## src/swt_pkg.sv

```systemverilog
// Shared types, result codes and character constants of the shell word tokenizer.
package swt_pkg;

    localparam int unsigned MAX_RESULTS = 3;

    // Result kinds
    localparam logic [1:0] KIND_BYTE = 2'd0;
    localparam logic [1:0] KIND_EOW  = 2'd1;
    localparam logic [1:0] KIND_EOC  = 2'd2;

    localparam logic [15:0] MAX_WORD_BYTES_RESET = 16'd255;

    // Characters the lexer reacts to
    localparam logic [7:0] CH_TAB    = 8'h09;
    localparam logic [7:0] CH_LF     = 8'h0A;
    localparam logic [7:0] CH_CR     = 8'h0D;
    localparam logic [7:0] CH_BS     = 8'h08;
    localparam logic [7:0] CH_SPACE  = 8'h20;
    localparam logic [7:0] CH_DQUOTE = 8'h22;
    localparam logic [7:0] CH_HASH   = 8'h23;
    localparam logic [7:0] CH_SQUOTE = 8'h27;
    localparam logic [7:0] CH_BSLASH = 8'h5C;
    localparam logic [7:0] CH_LOW_B  = 8'h62;
    localparam logic [7:0] CH_LOW_N  = 8'h6E;
    localparam logic [7:0] CH_LOW_R  = 8'h72;
    localparam logic [7:0] CH_LOW_T  = 8'h74;
    localparam logic [7:0] CH_LOW_X  = 8'h78;

    typedef struct packed {
        logic [1:0] kind;
        logic [7:0] data;
        logic       ovf;
    } result_t;

    // All results raised by one input byte, item 0 first
    typedef struct packed {
        result_t [MAX_RESULTS-1:0] item;
        logic [1:0]                count;
    } bundle_t;

endpackage

```

## src/swt_lexer.sv

```systemverilog
// Lexer state and per-byte decode: produces the result bundle for each accepted byte.
module swt_lexer (
    input  logic            clk,
    input  logic            rst_n,
    input  logic            accept,
    input  logic [7:0]      in_byte,
    input  logic            cfg_we,
    input  logic [15:0]     cfg_wdata,
    output swt_pkg::bundle_t bundle
);
    import swt_pkg::*;

    typedef enum logic [3:0] {
        M_NORMAL   = 4'd0,
        M_COMMENT  = 4'd1,
        M_ESC      = 4'd2,
        M_HEXSTART = 4'd3,
        M_DIGITS   = 4'd4,
        M_SQ       = 4'd5,
        M_SQ_ESC   = 4'd6,
        M_DQ       = 4'd7,
        M_DQ_ESC   = 4'd8
    } mode_t;

    typedef enum logic [1:0] {
        OP_NONE,
        OP_ADD,
        OP_BLANK,
        OP_NEWLINE
    } op_t;

    mode_t       mode_reg, mode_next;
    logic [7:0]  esc_val_reg, esc_val_next;
    logic        esc_hex_reg, esc_hex_next;
    logic [1:0]  digits_left_reg, digits_left_next;
    logic [15:0] word_cnt_reg, word_cnt_next;
    logic        ovf_reg, ovf_next;
    logic        cmd_words_reg, cmd_words_next;
    logic [15:0] max_bytes_reg;

    logic        pre_add;
    op_t         op;
    logic [7:0]  op_byte;
    logic [4:0]  dig;

    // Hex digit value in either case; bit 4 set when not a digit
    function automatic logic [4:0] digit_of(input logic [7:0] c);
        logic [4:0] r;
        r = 5'd16;
        if (c >= 8'h30 && c <= 8'h39)
            r = {1'b0, c[3:0]};
        else if ((c >= 8'h41 && c <= 8'h46) || (c >= 8'h61 && c <= 8'h66))
            r = 5'(c[3:0]) + 5'd9;
        return r;
    endfunction

    assign dig = digit_of(in_byte);

    // Mode decode: an optional escape byte first, then one action on the byte
    always_comb
    begin
        logic       normal;
        logic [7:0] shifted;
        logic [7:0] acc;
        normal           = 1'b0;
        shifted          = '0;
        acc              = '0;
        mode_next        = mode_reg;
        esc_val_next     = esc_val_reg;
        esc_hex_next     = esc_hex_reg;
        digits_left_next = digits_left_reg;
        pre_add          = 1'b0;
        op               = OP_NONE;
        op_byte          = in_byte;
        unique case (mode_reg)
            M_COMMENT:
            begin
                if (in_byte == CH_LF)
                begin
                    mode_next = M_NORMAL;
                    op        = OP_NEWLINE;
                end
            end
            M_ESC:
            begin
                mode_next = M_NORMAL;
                priority if (in_byte == CH_LOW_T)
                begin
                    op = OP_ADD; op_byte = CH_TAB;
                end
                else if (in_byte == CH_LOW_B)
                begin
                    op = OP_ADD; op_byte = CH_BS;
                end
                else if (in_byte == CH_LOW_R)
                begin
                    op = OP_ADD; op_byte = CH_CR;
                end
                else if (in_byte == CH_LOW_N)
                begin
                    op = OP_ADD; op_byte = CH_LF;
                end
                else if (in_byte == CH_LF)
                    op = OP_BLANK;
                else if (in_byte == CH_LOW_X)
                    mode_next = M_HEXSTART;
                else if (!dig[4] && !dig[3])
                begin
                    esc_val_next     = {4'd0, dig[3:0]};
                    esc_hex_next     = 1'b0;
                    digits_left_next = 2'd2;
                    mode_next        = M_DIGITS;
                end
                else
                    op = OP_ADD;
            end
            M_HEXSTART:
            begin
                if (!dig[4])
                begin
                    esc_val_next     = {4'd0, dig[3:0]};
                    esc_hex_next     = 1'b1;
                    digits_left_next = 2'd1;
                    mode_next        = M_DIGITS;
                end
                else
                begin
                    mode_next = M_NORMAL;
                    op        = OP_ADD;
                end
            end
            M_DIGITS:
            begin
                shifted = esc_hex_reg ? {esc_val_reg[3:0], 4'd0} : {esc_val_reg[4:0], 3'd0};
                acc     = shifted + {4'd0, dig[3:0]};
                if (!dig[4] && (esc_hex_reg || !dig[3]) && digits_left_reg != 2'd0)
                begin
                    esc_val_next     = acc;
                    digits_left_next = digits_left_reg - 2'd1;
                    if (digits_left_reg == 2'd1)
                    begin
                        mode_next = M_NORMAL;
                        op        = OP_ADD;
                        op_byte   = acc;
                    end
                end
                else
                begin
                    // escape ends: its value goes out, then the byte is lexed as usual
                    digits_left_next = 2'd0;
                    pre_add          = 1'b1;
                    normal           = 1'b1;
                end
            end
            M_SQ:
            begin
                if (in_byte == CH_SQUOTE)
                    mode_next = M_NORMAL;
                else if (in_byte == CH_BSLASH)
                    mode_next = M_SQ_ESC;
                else
                    op = OP_ADD;
            end
            M_SQ_ESC:
            begin
                mode_next = M_SQ;
                if (in_byte != CH_LF)
                    op = OP_ADD;
            end
            M_DQ:
            begin
                if (in_byte == CH_DQUOTE)
                    mode_next = M_NORMAL;
                else if (in_byte == CH_BSLASH)
                    mode_next = M_DQ_ESC;
                else
                    op = OP_ADD;
            end
            M_DQ_ESC:
            begin
                mode_next = M_DQ;
                if (in_byte != CH_LF)
                    op = OP_ADD;
            end
            default:
                normal = 1'b1;
        endcase

        if (normal)
        begin
            mode_next = M_NORMAL;
            priority if (in_byte == CH_HASH)
                mode_next = M_COMMENT;
            else if (in_byte == CH_SPACE || in_byte == CH_TAB || in_byte == CH_CR)
                op = OP_BLANK;
            else if (in_byte == CH_LF)
                op = OP_NEWLINE;
            else if (in_byte == CH_SQUOTE)
                mode_next = M_SQ;
            else if (in_byte == CH_DQUOTE)
                mode_next = M_DQ;
            else if (in_byte == CH_BSLASH)
                mode_next = M_ESC;
            else
            begin
                op      = OP_ADD;
                op_byte = in_byte;
            end
        end
    end

    // Word bookkeeping and result list
    always_comb
    begin
        logic [15:0] wc;
        logic        ov;
        logic        cw;
        logic [1:0]  n;
        wc     = word_cnt_reg;
        ov     = ovf_reg;
        cw     = cmd_words_reg;
        n      = 2'd0;
        bundle = '0;
        if (pre_add)
        begin
            if (wc < max_bytes_reg)
            begin
                bundle.item[0] = '{kind: KIND_BYTE, data: esc_val_reg, ovf: 1'b0};
                n  = 2'd1;
                wc = wc + 16'd1;
            end
            else
                ov = 1'b1;
        end
        unique case (op)
            OP_ADD:
            begin
                if (wc < max_bytes_reg)
                begin
                    bundle.item[n] = '{kind: KIND_BYTE, data: op_byte, ovf: 1'b0};
                    n  = n + 2'd1;
                    wc = wc + 16'd1;
                end
                else
                    ov = 1'b1;
            end
            OP_BLANK, OP_NEWLINE:
            begin
                if (wc != 16'd0 || ov)
                begin
                    bundle.item[n] = '{kind: KIND_EOW, data: 8'd0, ovf: ov};
                    n  = n + 2'd1;
                    cw = 1'b1;
                    wc = 16'd0;
                    ov = 1'b0;
                end
                if (op == OP_NEWLINE && cw)
                begin
                    bundle.item[n] = '{kind: KIND_EOC, data: 8'd0, ovf: 1'b0};
                    n  = n + 2'd1;
                    cw = 1'b0;
                end
            end
            default:
            begin
            end
        endcase
        bundle.count   = n;
        word_cnt_next  = wc;
        ovf_next       = ov;
        cmd_words_next = cw;
    end

    always_ff @(posedge clk or negedge rst_n)
    begin
        if (!rst_n)
        begin
            mode_reg        <= M_NORMAL;
            esc_val_reg     <= '0;
            esc_hex_reg     <= 1'b0;
            digits_left_reg <= '0;
            word_cnt_reg    <= '0;
            ovf_reg         <= 1'b0;
            cmd_words_reg   <= 1'b0;
            max_bytes_reg   <= MAX_WORD_BYTES_RESET;
        end
        else
        begin
            if (cfg_we)
                max_bytes_reg <= cfg_wdata;
            if (accept)
            begin
                mode_reg        <= mode_next;
                esc_val_reg     <= esc_val_next;
                esc_hex_reg     <= esc_hex_next;
                digits_left_reg <= digits_left_next;
                word_cnt_reg    <= word_cnt_next;
                ovf_reg         <= ovf_next;
                cmd_words_reg   <= cmd_words_next;
            end
        end
    end

endmodule

```

## src/swt_out_seq.sv

```systemverilog
// Result register and serialiser: holds one byte's results and sends them one per transfer.
module swt_out_seq (
    input  logic             clk,
    input  logic             rst_n,
    input  logic             load,
    input  swt_pkg::bundle_t bundle,
    output logic             in_ready,
    output logic             out_valid,
    input  logic             out_ready,
    output logic [1:0]       out_kind,
    output logic [7:0]       out_data,
    output logic             out_ovf,
    output logic             out_last
);
    import swt_pkg::*;

    bundle_t    bundle_reg;
    logic       valid_reg;
    logic [1:0] idx_reg;
    logic       pop;
    result_t    cur;

    assign cur       = bundle_reg.item[idx_reg];
    assign out_last  = (idx_reg == bundle_reg.count - 2'd1);
    assign out_valid = valid_reg;
    assign out_kind  = cur.kind;
    assign out_data  = cur.data;
    assign out_ovf   = cur.ovf;
    assign pop       = valid_reg && out_ready;
    // Next byte may enter as the final result of the current one leaves
    assign in_ready  = !valid_reg || (out_ready && out_last);

    always_ff @(posedge clk or negedge rst_n)
    begin
        if (!rst_n)
        begin
            valid_reg <= 1'b0;
            idx_reg   <= '0;
        end
        else
        begin
            // a new bundle replaces the one whose final result is leaving
            if (load)
            begin
                valid_reg <= 1'b1;
                idx_reg   <= '0;
            end
            else if (pop)
            begin
                if (out_last)
                    valid_reg <= 1'b0;
                else
                    idx_reg <= idx_reg + 2'd1;
            end
        end
    end

    always_ff @(posedge clk)
    begin
        if (load)
            bundle_reg <= bundle;
    end

endmodule

```

## src/shell_word_tokenizer_core.sv

```systemverilog
// Top level of the shell word tokenizer: lexer stage feeding the result serialiser.
//
//  channel          | direction | transfer carries
//  s_axis           | in        | one command byte
//  m_axis           | out       | word byte, end of word or end of command
//  max_word_bytes   | in        | word length limit, written when max_word_bytes_we is high
//
//  A byte is lexed in the cycle it is accepted; its results (0 to 3) appear from the next
//  cycle, one per m_axis transfer. Sustained rate is one byte per cycle while m_axis is
//  ready and each byte yields at most one result; more results hold the input until the
//  last leaves. Bytes yielding no result pass without touching the output. Reset (rst_n,
//  asynchronous) returns the lexer to between words and the limit to 255.
module shell_word_tokenizer_core (
    input  logic        clk,
    input  logic        rst_n,
    input  logic        s_axis_tvalid,
    output logic        s_axis_tready,
    input  logic [7:0]  s_axis_tdata,   // [7:0] in_byte
    output logic        m_axis_tvalid,
    input  logic        m_axis_tready,
    output logic [7:0]  m_axis_tdata,   // [7:0] out_byte
    output logic [2:0]  m_axis_tuser,   // [1:0] kind, [2] word_overflow
    output logic        m_axis_tlast,
    input  logic        max_word_bytes_we,
    input  logic [15:0] max_word_bytes
);
    import swt_pkg::*;

    logic    in_xfer;
    bundle_t bundle;
    logic    load;
    logic [1:0] kind;
    logic       ovf;

    assign in_xfer = s_axis_tvalid && s_axis_tready;
    assign load    = in_xfer && (bundle.count != 2'd0);

    swt_lexer u_lexer (
        .clk       (clk),
        .rst_n     (rst_n),
        .accept    (in_xfer),
        .in_byte   (s_axis_tdata),
        .cfg_we    (max_word_bytes_we),
        .cfg_wdata (max_word_bytes),
        .bundle    (bundle)
    );

    swt_out_seq u_out_seq (
        .clk       (clk),
        .rst_n     (rst_n),
        .load      (load),
        .bundle    (bundle),
        .in_ready  (s_axis_tready),
        .out_valid (m_axis_tvalid),
        .out_ready (m_axis_tready),
        .out_kind  (kind),
        .out_data  (m_axis_tdata),
        .out_ovf   (ovf),
        .out_last  (m_axis_tlast)
    );

    assign m_axis_tuser = {ovf, kind};

    a_load_shows: assert property (@(posedge clk) disable iff (!rst_n)
        load |=> m_axis_tvalid)
        else $error("results of an accepted byte not presented");

    a_run_continues: assert property (@(posedge clk) disable iff (!rst_n)
        m_axis_tvalid && m_axis_tready && !m_axis_tlast |=> m_axis_tvalid)
        else $error("result run cut short");

    a_ovf_on_eow: assert property (@(posedge clk) disable iff (!rst_n)
        m_axis_tvalid && (m_axis_tuser[1:0] != KIND_EOW) |-> !m_axis_tuser[2])
        else $error("overflow flag outside end of word");

    a_marker_zero: assert property (@(posedge clk) disable iff (!rst_n)
        m_axis_tvalid && (m_axis_tuser[1:0] != KIND_BYTE) |-> (m_axis_tdata == 8'd0))
        else $error("nonzero byte on a marker result");

    a_ready_when_empty: assert property (@(posedge clk) disable iff (!rst_n)
        !m_axis_tvalid |-> s_axis_tready)
        else $error("input stalled with empty result register");

endmodule
```

## config.mk

```make
export PLATFORM = sky130hd
export DESIGN_NAME = shell_word_tokenizer_core
export DESIGN_NICKNAME = d
export VERILOG_FILES = /design/src/swt_pkg.sv /design/src/swt_lexer.sv /design/src/swt_out_seq.sv /design/src/shell_word_tokenizer_core.sv
export SDC_FILE = /design/constraint.sdc
export NUM_CORES = 1
export LEC_CHECK = 0
export BUFFER_PORTS_ARGS = -buffer_cell sky130_fd_sc_hd__buf_2
export CAP_MARGIN = 20
export CORE_ASPECT_RATIO = 0.7
export CORE_MARGIN = 2
export CORE_UTILIZATION = 55
export DETAILED_ROUTE_END_ITERATION = 10
export PLACE_DENSITY = 0.73
export SLEW_MARGIN = 10
export SYNTH_ARGS = -nofsm -noshare
export SYNTH_HDL_FRONTEND = slang
export SYNTH_HIERARCHICAL = 1
export SYNTH_SLANG_ARGS = --single-unit
```

## constraint.sdc

```tcl
create_clock -name clk -period 15.75 [get_ports clk]
set_clock_uncertainty 0.2 [all_clocks]
set_input_delay 0 -clock clk [delete_from_list [all_inputs] [get_ports clk]]
set_output_delay 0 -clock clk [all_outputs]
set_load 0.01 [all_outputs]
```

Word level (Yosys, flattened, before mapping)
Index checks and enable logic that the tools add are counted.
{ "op_classes": {"magnitude_cmp": 13, "muxes": 136, "n_reduce_logical": 40, "n_addsub": 9, "bitwise": 3, "n_eq_ne": 42} }
{ "ops": {"columns": ["operator", "n"], "rows": [
  ["2-to-1 mux 8 bit", 23],
  ["2-to-1 mux 33 bit", 4],
  ["2-to-1 mux 4 bit", 19],
  ["2-to-1 mux 2 bit", 35],
  ["bitwise mux 33 bit", 2],
  ["one-hot mux 33 bit (2 select lines)", 1],
  ["2-to-1 mux 16 bit", 4],
  ["equality test 8 x 7 -> 1 bit (second input constant)", 6],
  ["demux 11 bit (select 2 bit)", 2],
  ["2-to-1 mux 11 bit", 4],
  ["adder 16 x 1 -> 16 bit (second input constant)", 2],
  ["equality test 8 x 6 -> 1 bit (second input constant)", 4],
  ["less-than comparator 16 bit", 2],
  ["one-hot mux 16 bit (2 select lines)", 1],
  ["one-hot mux 4 bit (8 select lines)", 1],
  ["AND 30 bit", 1],
  ["NOT 30 bit", 1],
  ["2-to-1 mux 1 bit", 26],
  ["equality test 8 x 4 -> 1 bit (second input constant)", 3],
  ["one-hot mux 8 bit (3 select lines)", 1],
  ["binary-select mux 11 bit (select 2 bit)", 1],
  ["AND reduction 10 bit", 2],
  ["equality test 4 x 3 -> 1 bit (second input constant)", 4],
  [">= comparator 8 x 7 -> 1 bit (second input constant)", 2],
  ["41 further kinds", 92]
]} }
{ "word_totals": {"reg_bits": 87, "input_bits": 29, "elab_cells": 263} }

Logic depth before layout (Yosys ltp)
Gate-level depths: netlist of run 1.
{ "depth": {"depth_word": 33, "mapped_depth": 24} }

Hierarchy
Netlist of run 1, hierarchy kept.
{ "modules_own_cells": {"columns": ["module", "area_per_inst_um2", "instances", "cells_each", "seq_area_each_um2"], "rows": [
  ["swt_lexer", 5706.7, 1, 723, 1236.2],
  ["swt_out_seq", 1488.9, 1, 93, 1126.1],
  ["shell_word_tokenizer_core", 23.8, 1, 3, 0.0]
]} }

Worst setup path after synthesis of run 1
No wires, ideal clock.
{ "synth_timing": {"path_kind": "flip-flop to flip-flop", "start": "register u_lexer.max_bytes_reg[2]", "end": "register u_out_seq/bundle_reg[0] in the netlist's numbering, enable pin", "path_buffers": 2, "stages_incl_launch_ff": 24, "required_time_ns": 15.158, "synth_period_minus_slack_ns": 5.950, "arrival_ns": 5.358, "path_slack_ns": 9.800, "path_cell_list": "dfstp_2 -> inv_1 -> ha_1 -> o21a_1 -> nor2_1 -> or4b_4 -> and4_1 -> buf_6 -> nand2_1 -> buf_1 -> nor3_1 -> xor2_1 -> ha_1 -> nand3_1 -> a21oi_1 -> nor2_1 -> o21ai_0 -> nor4b_1 -> a211oi_2 -> inv_1 -> ha_1 -> a21oi_1 -> mux2i_1 -> o211a_1"} }
{ "synth_lines": {"columns": ["item", "line_no", "rtl"], "rows": [
  ["start, declared", "swt_lexer.sv:39", "logic [15:0] max_bytes_reg;"],
  ["start signal, assigned", "swt_lexer.sv:290", "max_bytes_reg <= cfg_wdata;"],
  ["end signal, assigned", "swt_out_seq.sv:61", "bundle_reg <= bundle;"],
  ["end, declared", "swt_out_seq.sv:17", "bundle_t bundle_reg;"]
]} }

==> flow_summary.json, run 1 <==
{
  "ys_types": 98,
  "synth_compound_area_share_pct": 20.0,
  "antenna_found_initial": 0,
  "synthAdderAreaFrac_pct": 7.97,
  "hp-class": "in -> reg",
  "p_per_area_mw_per_mm2": 152,
  "cts_tree": "built",
  "synth_top_family_by_area": "simple AND/OR/NAND/NOR gates",
  "clock_sinks": 87,
  "critPathLaunch": "u_lexer/word_cnt_reg[13]",
  "muxShareOfSynthArea_pct": 4.42,
  "cts_max_level": 3,
  "dr.first_iter.drc_count": 988,
  "start_kind": "register",
  "synthArstFlopShare_pct": 59.8,
  "ant_nets": 0,
  "fin_crit_sh_pct": 46.2,
  "ir_worst_vdd_mv": 0.0747,
  "hpwl_um": 14200,
  "r2r-start": "u_lexer/word_cnt_reg[13]",
  "drt-total-wl_um": 20200,
  "grt_max_degree": 53,
  "largest_reg_flops": 35,
  "die_area_mm2": 0.0141,
  "worstPathCellList": "ha_1, nand4_1, nor2_1, or4b_4, and4_1, nand2_1, inv_1, nand3_1, xor2_1, inv_1, ha_1, a211oi_1, o21ai_0, nor4b_1, a211oi_2, inv_1, ha_1, a21oi_1, mux2i_1, o211a_1, buf_4, a2111oi_0",
  "post_cts_buffers": 0,
  "crit_buf_inv": 4,
  "synth_edf_count": 35,
  "start_util_pct": 57.1,
  "worst_slew_pin_slew_ns": 0.841,
  "wire_per_inst_um": 19.2,
  "status": "finished, final reports clean",
  "min_period_ns": 7.27,
  "final_nets": 961,
  "ys_seq_elements": 87,
  "syn_to_final_growth_pct": 14.1,
  "synth-main-ff-cell": "dfrtp_1",
  "path_depth": 22,
  "critical_path_class": "reg -> reg",
  "pin_count": 43,
  "setup_viol": 0,
  "slowest_delay_ns": 0.56,
  "max_slew_margin_pct": 43.8,
  "yosysSeqAreaShare_pct": 32.7,
  "path_clk_slew_ns": 0.07,
  "syn-cell-area_mm2": 0.00722,
  "clockBufferDepth": 2,
  "drc_errors": 0,
  "root_buffer": "clkbuf_16",
  "numCtsBuffers": 9,
  "cp-end-kind": "register",
  "vias_per_cell": 6.39,
  "worstPathMaxFanout": 38,
  "arrival_ns": 7.27,
  "p_leak_nw": 3.36,
  "synth_simple_gate_area_share_pct": 25.5,
  "grt_usage_pct": 29.2,
  "rows": 34,
  "grt_pass1_vias": 6299,
  "cap_violations": 0,
  "r2r-end": "u_out_seq/idx_reg[0]",
  "final_cell_count_no_fill": 1053,
  "clock_latency_ns": 0.35,
  "drv_slew": 0,
  "die_width_um": 141,
  "placement.io_buffers": 42,
  "rrSetupSlack_ns": 8.48,
  "synth_warnings": 6,
  "syn_avg_cell_area_um2": 8.81,
  "via_count": 6730,
  "dr.pass1.iters": 7,
  "hold_viol_final": 0,
  "cp-endpoint": "u_out_seq/idx_reg[0]",
  "grt_overflow": 0,
  "synthXorXnorAreaFrac_pct": 2.89,
  "finalSetupTns_ns": 0,
  "dp.cells": 984,
  "drive_above_1_share_pct": 13.9,
  "worstPathRequired_ns": 15.75,
  "finalWeightedCongestion": 0.962,
  "synthCells": 819,
  "core_area_mm2": 0.0126,
  "crit_family": "simple AND/OR/NAND/NOR gates",
  "die_h_um": 99.9,
  "grt_setup_unrepaired": "false",
  "n_fill_cell": 1013,
  "grt_pass1_wl_um": 32500,
  "r2r_cells": 22,
  "antenna_cells": 0,
  "critPathSlowestCell": "nand2_1",
  "max_freq_mhz": 138
}
worst min path at each step:
stage / cells past startpoint / slack [ns] / endpoint / from
after floorplan: 0 / -0.50 / u_lexer/cmd_words_reg / rst_n
after global placement: 2 / -0.02 / u_lexer/esc_val_reg[0] / rst_n
after detailed placement: 2 / -0.01 / u_lexer/mode_reg[3] / rst_n
after CTS: 3 / 0.05 / u_out_seq/bundle_reg[18] / s_axis_tdata[4]
after global routing: 3 / 0.09 / u_out_seq/bundle_reg[18] / s_axis_tdata[4]
final: 3 / 0.07 / u_out_seq/bundle_reg[18] / s_axis_tdata[4]
cells in the mapped netlist, types with 4 or more instances:
cell type	instances	area [µm²]
nand3b_1	7	52.6
a211oi_1	6	45.0
nor4b_1	4	35.0
nor3b_1	4	30.0
inv_1	43	161
buf_4	11	82.6
a22oi_1	9	67.6
o21a_1	7	52.6
nand2_1	85	319
nor4_1	5	31.3
edfxtp_1	35	1050
nand3_1	36	180
nand2b_1	7	43.8
o211ai_1	7	52.6
and4_1	7	61.3
nor3_1	24	120
o31ai_1	7	52.6
xor2_1	11	96.3
dfrtp_1	44	1100
a21oi_1	38	190
and2_1	10	62.6
ha_1	46	576
nor2b_1	10	62.6
or2_2	4	25.0
xnor2_1	11	96.3
o21ai_0	57	285
or3_1	6	37.5
nor2_1	63	236
and3_1	11	68.8
a211o_1	4	35.0
buf_2	5	25.0
clkbuf_1	29	109
o22ai_1	7	43.8
mux2i_1	18	180
mux2_2	11	124
buf_6	6	67.6
nand4_1	16	100
dfstp_2	8	210
a31oi_1	11	68.8
per-stage QoR:
stage	utilization [%]	total power, mW	instance area, µm²	hold slack (ns)	setup slack, ns
floorplan	-	0.845	7250	-0.496	9.80
CTS	65.2	1.23	8230	0.0455	8.67
global placement	58.7	0.988	7420	-0.0201	9.11
finish	65.2	1.25	8240	0.0741	8.48
global route	65.2	1.33	8240	0.0941	8.06
detailed placement	58.7	1.00	7420	-0.0136	8.79
what timing repair did:
item	in CTS	in global routing
resized for setup	0	0
endpoints found under the hold margin	66	0
hold buffers	52	0
placed cells by master, fill, tap and decap left out, types with 9 or more instances in the layout:
| cell | count |
|---|---|
| a31oi_1 | 11 |
| a21oi_1 | 38 |
| nor2b_1 | 10 |
| xor2_1 | 11 |
| nand3_1 | 36 |
| ha_1 | 46 |
| inv_1 | 43 |
| o21ai_0 | 57 |
| nand4_1 | 16 |
| clkbuf_16 | 9 |
| a22oi_1 | 9 |
| nand2_1 | 85 |
| dfrtp_1 | 44 |
| xnor2_1 | 11 |
| nor2_1 | 63 |
| dlygate4sd3_1 | 52 |
| and2_1 | 10 |
| mux2i_1 | 18 |
| and3_1 | 11 |
| edfxtp_1 | 35 |
| nor3_1 | 23 |
| mux2_2 | 11 |
| buf_2 | 42 |
| conb_1 | 10 |
report_power, final:
| part | internal [mW] | leakage, nW | switching (mW) |
|---|---|---|---|
| logic | 0.240 | 2.25 | 0.385 |
| clock network | 0.112 | 0.144 | 0.103 |
| registers | 0.320 | 0.967 | 0.0910 |
| total | 0.673 | 3.36 | 0.579 |
final cells by class:
class	instances	area (µm²)	area share (%)
clock buffers	9	225	2.73
clock inverters	7	70.1	0.850
inverters	45	169	2.05
multi-input cells	642	4430	53.7
flip-flops and latches	87	2360	28.7
well taps	162	203	2.46
repair buffers	101	783	9.51
kinds of logic (layout without fill, tap and decap cells):
group	Yosys count	after routing
fa+ha+maj	46	46
simple gates	327	327
flops	87	87
other cells	1	10
mux	30	30
compound gates	206	206
buf+inv	99	162
xor+xnor	23	23
worst reg2reg max path, stage by stage, from the launching register on:
cell and delay, ns:
dfrtp_1 0.47, ha_1 0.40, nand4_1 0.12, nor2_1 0.25
or4b_4 0.52, and4_1 0.35, nand2_1 0.56, inv_1 0.56
nand3_1 0.24, xor2_1 0.31, inv_1 0.11, ha_1 0.30
a211oi_1 0.24, o21ai_0 0.20, nor4b_1 0.43, a211oi_2 0.24
inv_1 0.22, ha_1 0.26, a21oi_1 0.13, mux2i_1 0.11
o211a_1 0.23, buf_4 0.27, a2111oi_0 0.40
layer usage:
metal  GRT usage [%]  part of all wire, %  vias up
met1            44.5                   46     3148
met5               0                    0        -
li1                -                    -     3152
met2            42.3                   42      397
met3            5.49                   11       33
met4            8.15                  1.4        0
Note: power is estimated with default switching activity, not from simulation.
==> run 2, diff against run 1 <==
- ABC_AREA: default -> 1
- PLACE_DENSITY: 0.73 -> 0.76
- clock period: 15.75 -> 6.4 ns (I/O delays scaled with it)
==> run 2 against run 1 <==
Effect of this change: sequential power increased by 140%; utilization decreased by 1.8 points; first-iteration DRC count decreased by 18%; power increased to 3.3 times the previous value; setup slack got worse by 7.8 ns; non-clock buffer count decreased by 1; critical path type unchanged; largest cell class unchanged; highest routed layer unchanged.
==> flow_summary.json, run 2 <==
{
  "hold_depth": 2,
  "syn_avg_cell_area_um2": 6.83,
  "clock_sinks": 87,
  "r2r-start": "u_lexer/word_cnt_reg[13]",
  "rows": 36,
  "die_width_um": 145,
  "ys_seq_elements": 87,
  "grt_overflow": 0,
  "worstPathRequired_ns": 6.24,
  "max_slew_margin_pct": 39.0,
  "fin_crit_sh_pct": 88.6,
  "status": "finished, final reports clean",
  "synth_warnings": 6,
  "layout_common_cells": "nand2_1, inv_1, nor2_1, nand3_1, o21ai_0",
  "hpwl_um": 15500,
  "clockBufferDepth": 2,
  "fin_hold_ws_ns": 0.0173,
  "cap_violations": 0,
  "synthCells": 1123,
  "dr.pass1.iters": 5,
  "synthArstFlopShare_pct": 59.8,
  "yosysTopAreaCellShare_pct": 15.3,
  "worst_slew_pin_slew_ns": 0.900,
  "numCtsBuffers": 9,
  "yosys-top-cells-count": "nand2_1, inv_1, nor2_1",
  "critPathSlowestCell": "a21boi_1",
  "rrSetupSlack_ns": 0.73,
  "p_leak_nw": 4.12,
  "critical_path_class": "reg -> reg",
  "synth-main-ff-cell": "dfrtp_1",
  "dr.first_iter.drc_count": 814,
  "synth_edf_count": 35,
  "critPathLaunch": "u_lexer/word_cnt_reg[13]",
  "setup_viol": 0,
  "via_count": 7761,
  "final_common_cell": "nand2_1",
  "core_area_mm2": 0.0138,
  "p_total_mw": 4.14,
  "antenna_cells": 0,
  "worstPathMaxFanout": 17,
  "die_h_um": 103,
  "post_cts_buffers": 0,
  "r2r-end": "u_out_seq/bundle_reg[14]",
  "syn_to_final_growth_pct": 13.9,
  "cp-endpoint": "u_out_seq/bundle_reg[14]",
  "drc_errors": 0,
  "yosysTopAreaCell": "nand2_1",
  "r2r_cells": 26,
  "max_freq_mhz": 176,
  "finalWeightedCongestion": 0.930,
  "start_util_pct": 55.7,
  "arrival_ns": 5.51,
  "min_period_ns": 5.67,
  "die_area_mm2": 0.0149,
  "utilization_pct": 63.4,
  "cts_tree": "built",
  "hold_viol_final": 0,
  "start_kind": "register",
  "ant_nets": 0,
  "synth_most_common_cell": "nand2_1",
  "slowest_delay_ns": 0.57,
  "path_depth": 26,
  "path_clk_slew_ns": 0.07,
  "yosysSeqAreaShare_pct": 30.8,
  "crit_family": "simple AND/OR/NAND/NOR gates",
  "pin_count": 43,
  "vias_per_cell": 5.57,
  "finalSetupTns_ns": 0,
  "grt_pass1_wl_um": 34700,
  "final_nets": 1274,
  "cts_max_level": 3,
  "hp-class": "in -> reg",
  "drive_above_1_share_pct": 11.2,
  "pre_cts_ws_ns": 0.911,
  "grt_setup_unrepaired": "false",
  "ys_types": 53,
  "cp-end-kind": "register",
  "root_buffer": "clkbuf_16",
  "ir_worst_vdd_mv": 0.217,
  "antenna_found_initial": 0,
  "n_fill_cell": 1264,
  "grt_usage_pct": 29.0,
  "crit_top_cell": "nand2_1",
  "setup_slack_ns": 0.730,
  "crit_buf_inv": 5,
  "largest_reg_flops": 35,
  "grt_max_degree": 53,
  "clock_latency_ns": 0.35,
  "synthTopCellsByArea": "nand2_1, dfrtp_1, edfxtp_1",
  "grt_pass1_vias": 6823,
  "p_per_area_mw_per_mm2": 474,
  "placement.io_buffers": 42,
  "wire_per_inst_um": 15.2,
  "drt-total-wl_um": 21200,
  "drv_slew": 0,
  "syn-cell-area_mm2": 0.00767
}
## run 2: cell count changes after synthesis, sizes merged, moves of 18 or more
cell / before / now
o21ai: 60 / 86
nand3: 36 / 109
inv: 44 / 142
nor2: 63 / 121
nand2: 85 / 331
clkbuf: 30 / 9
mux2i: 18 / 0
## run 2: how the worst min path moves through the flow
stage / start / to
after floorplan: rst_n / u_lexer/cmd_words_reg
after global placement: rst_n / u_out_seq/idx_reg[0]
after detailed placement: rst_n / u_out_seq/idx_reg[1]
after CTS: max_word_bytes_we / u_lexer/max_bytes_reg[6]
after global routing: max_word_bytes_we / u_lexer/max_bytes_reg[5]
final: max_word_bytes_we / u_lexer/max_bytes_reg[5]
## run 2: kinds of logic (layout without fill, tap and decap cells)
family	count (synthesis)	count (layout)	share of synthesized area (%)
other	1	10	0.0489
XOR/XNOR	21	21	2.40
adder cells (fa/ha/maj)	46	46	7.50
flip-flops	87	87	30.8
AND/OR/NAND/NOR	622	622	36.4
buffers and inverters	188	260	10.7
AO/OA/AOI/OAI	157	157	12.0
multiplexers	1	1	0.147
## run 2: cell type report
type	instances	area, µm²	area share (%)
Inverter	144	541	6.18
Clock buffer	9	225	2.58
Multi-Input combinational cell	857	4530	51.9
Tap cell	190	238	2.72
Sequential cell	87	2360	27.0
Clock inverter	7	70.1	0.801
Timing Repair Buffer	100	773	8.85
## run 2: where the power goes
group | leakage (nW) | internal [mW] | switching [mW]
logic | 3.02 | 0.830 | 1.79
clock network | 0.144 | 0.277 | 0.256
registers | 0.962 | 0.824 | 0.167
## run 2: repair_timing
item	4_1_cts	5_1_grt
hold buffers	51	0
resized for setup	0	0
endpoints found under the hold margin	74	0
## run 2: metal layers
layer  wire (µm)  vias to the layer above  global-route usage (%)
met5           0                        -                       0
met4         241                        0                    7.69
met3        1990                       19                    4.78
met2        8510                      344                    41.8
met1       10500                     3577                    45.0
li1            -                     3821                       -
## run 2: per-stage QoR
| stage | instances | instance area [µm²] |
|---|---|---|
| global placement | 1327 | 7940 |
| global route | 1394 | 8740 |
| finish | 1394 | 8740 |
| detailed placement | 1327 | 7940 |
| floorplan | 1132 | 7710 |
| CTS | 1394 | 8740 |
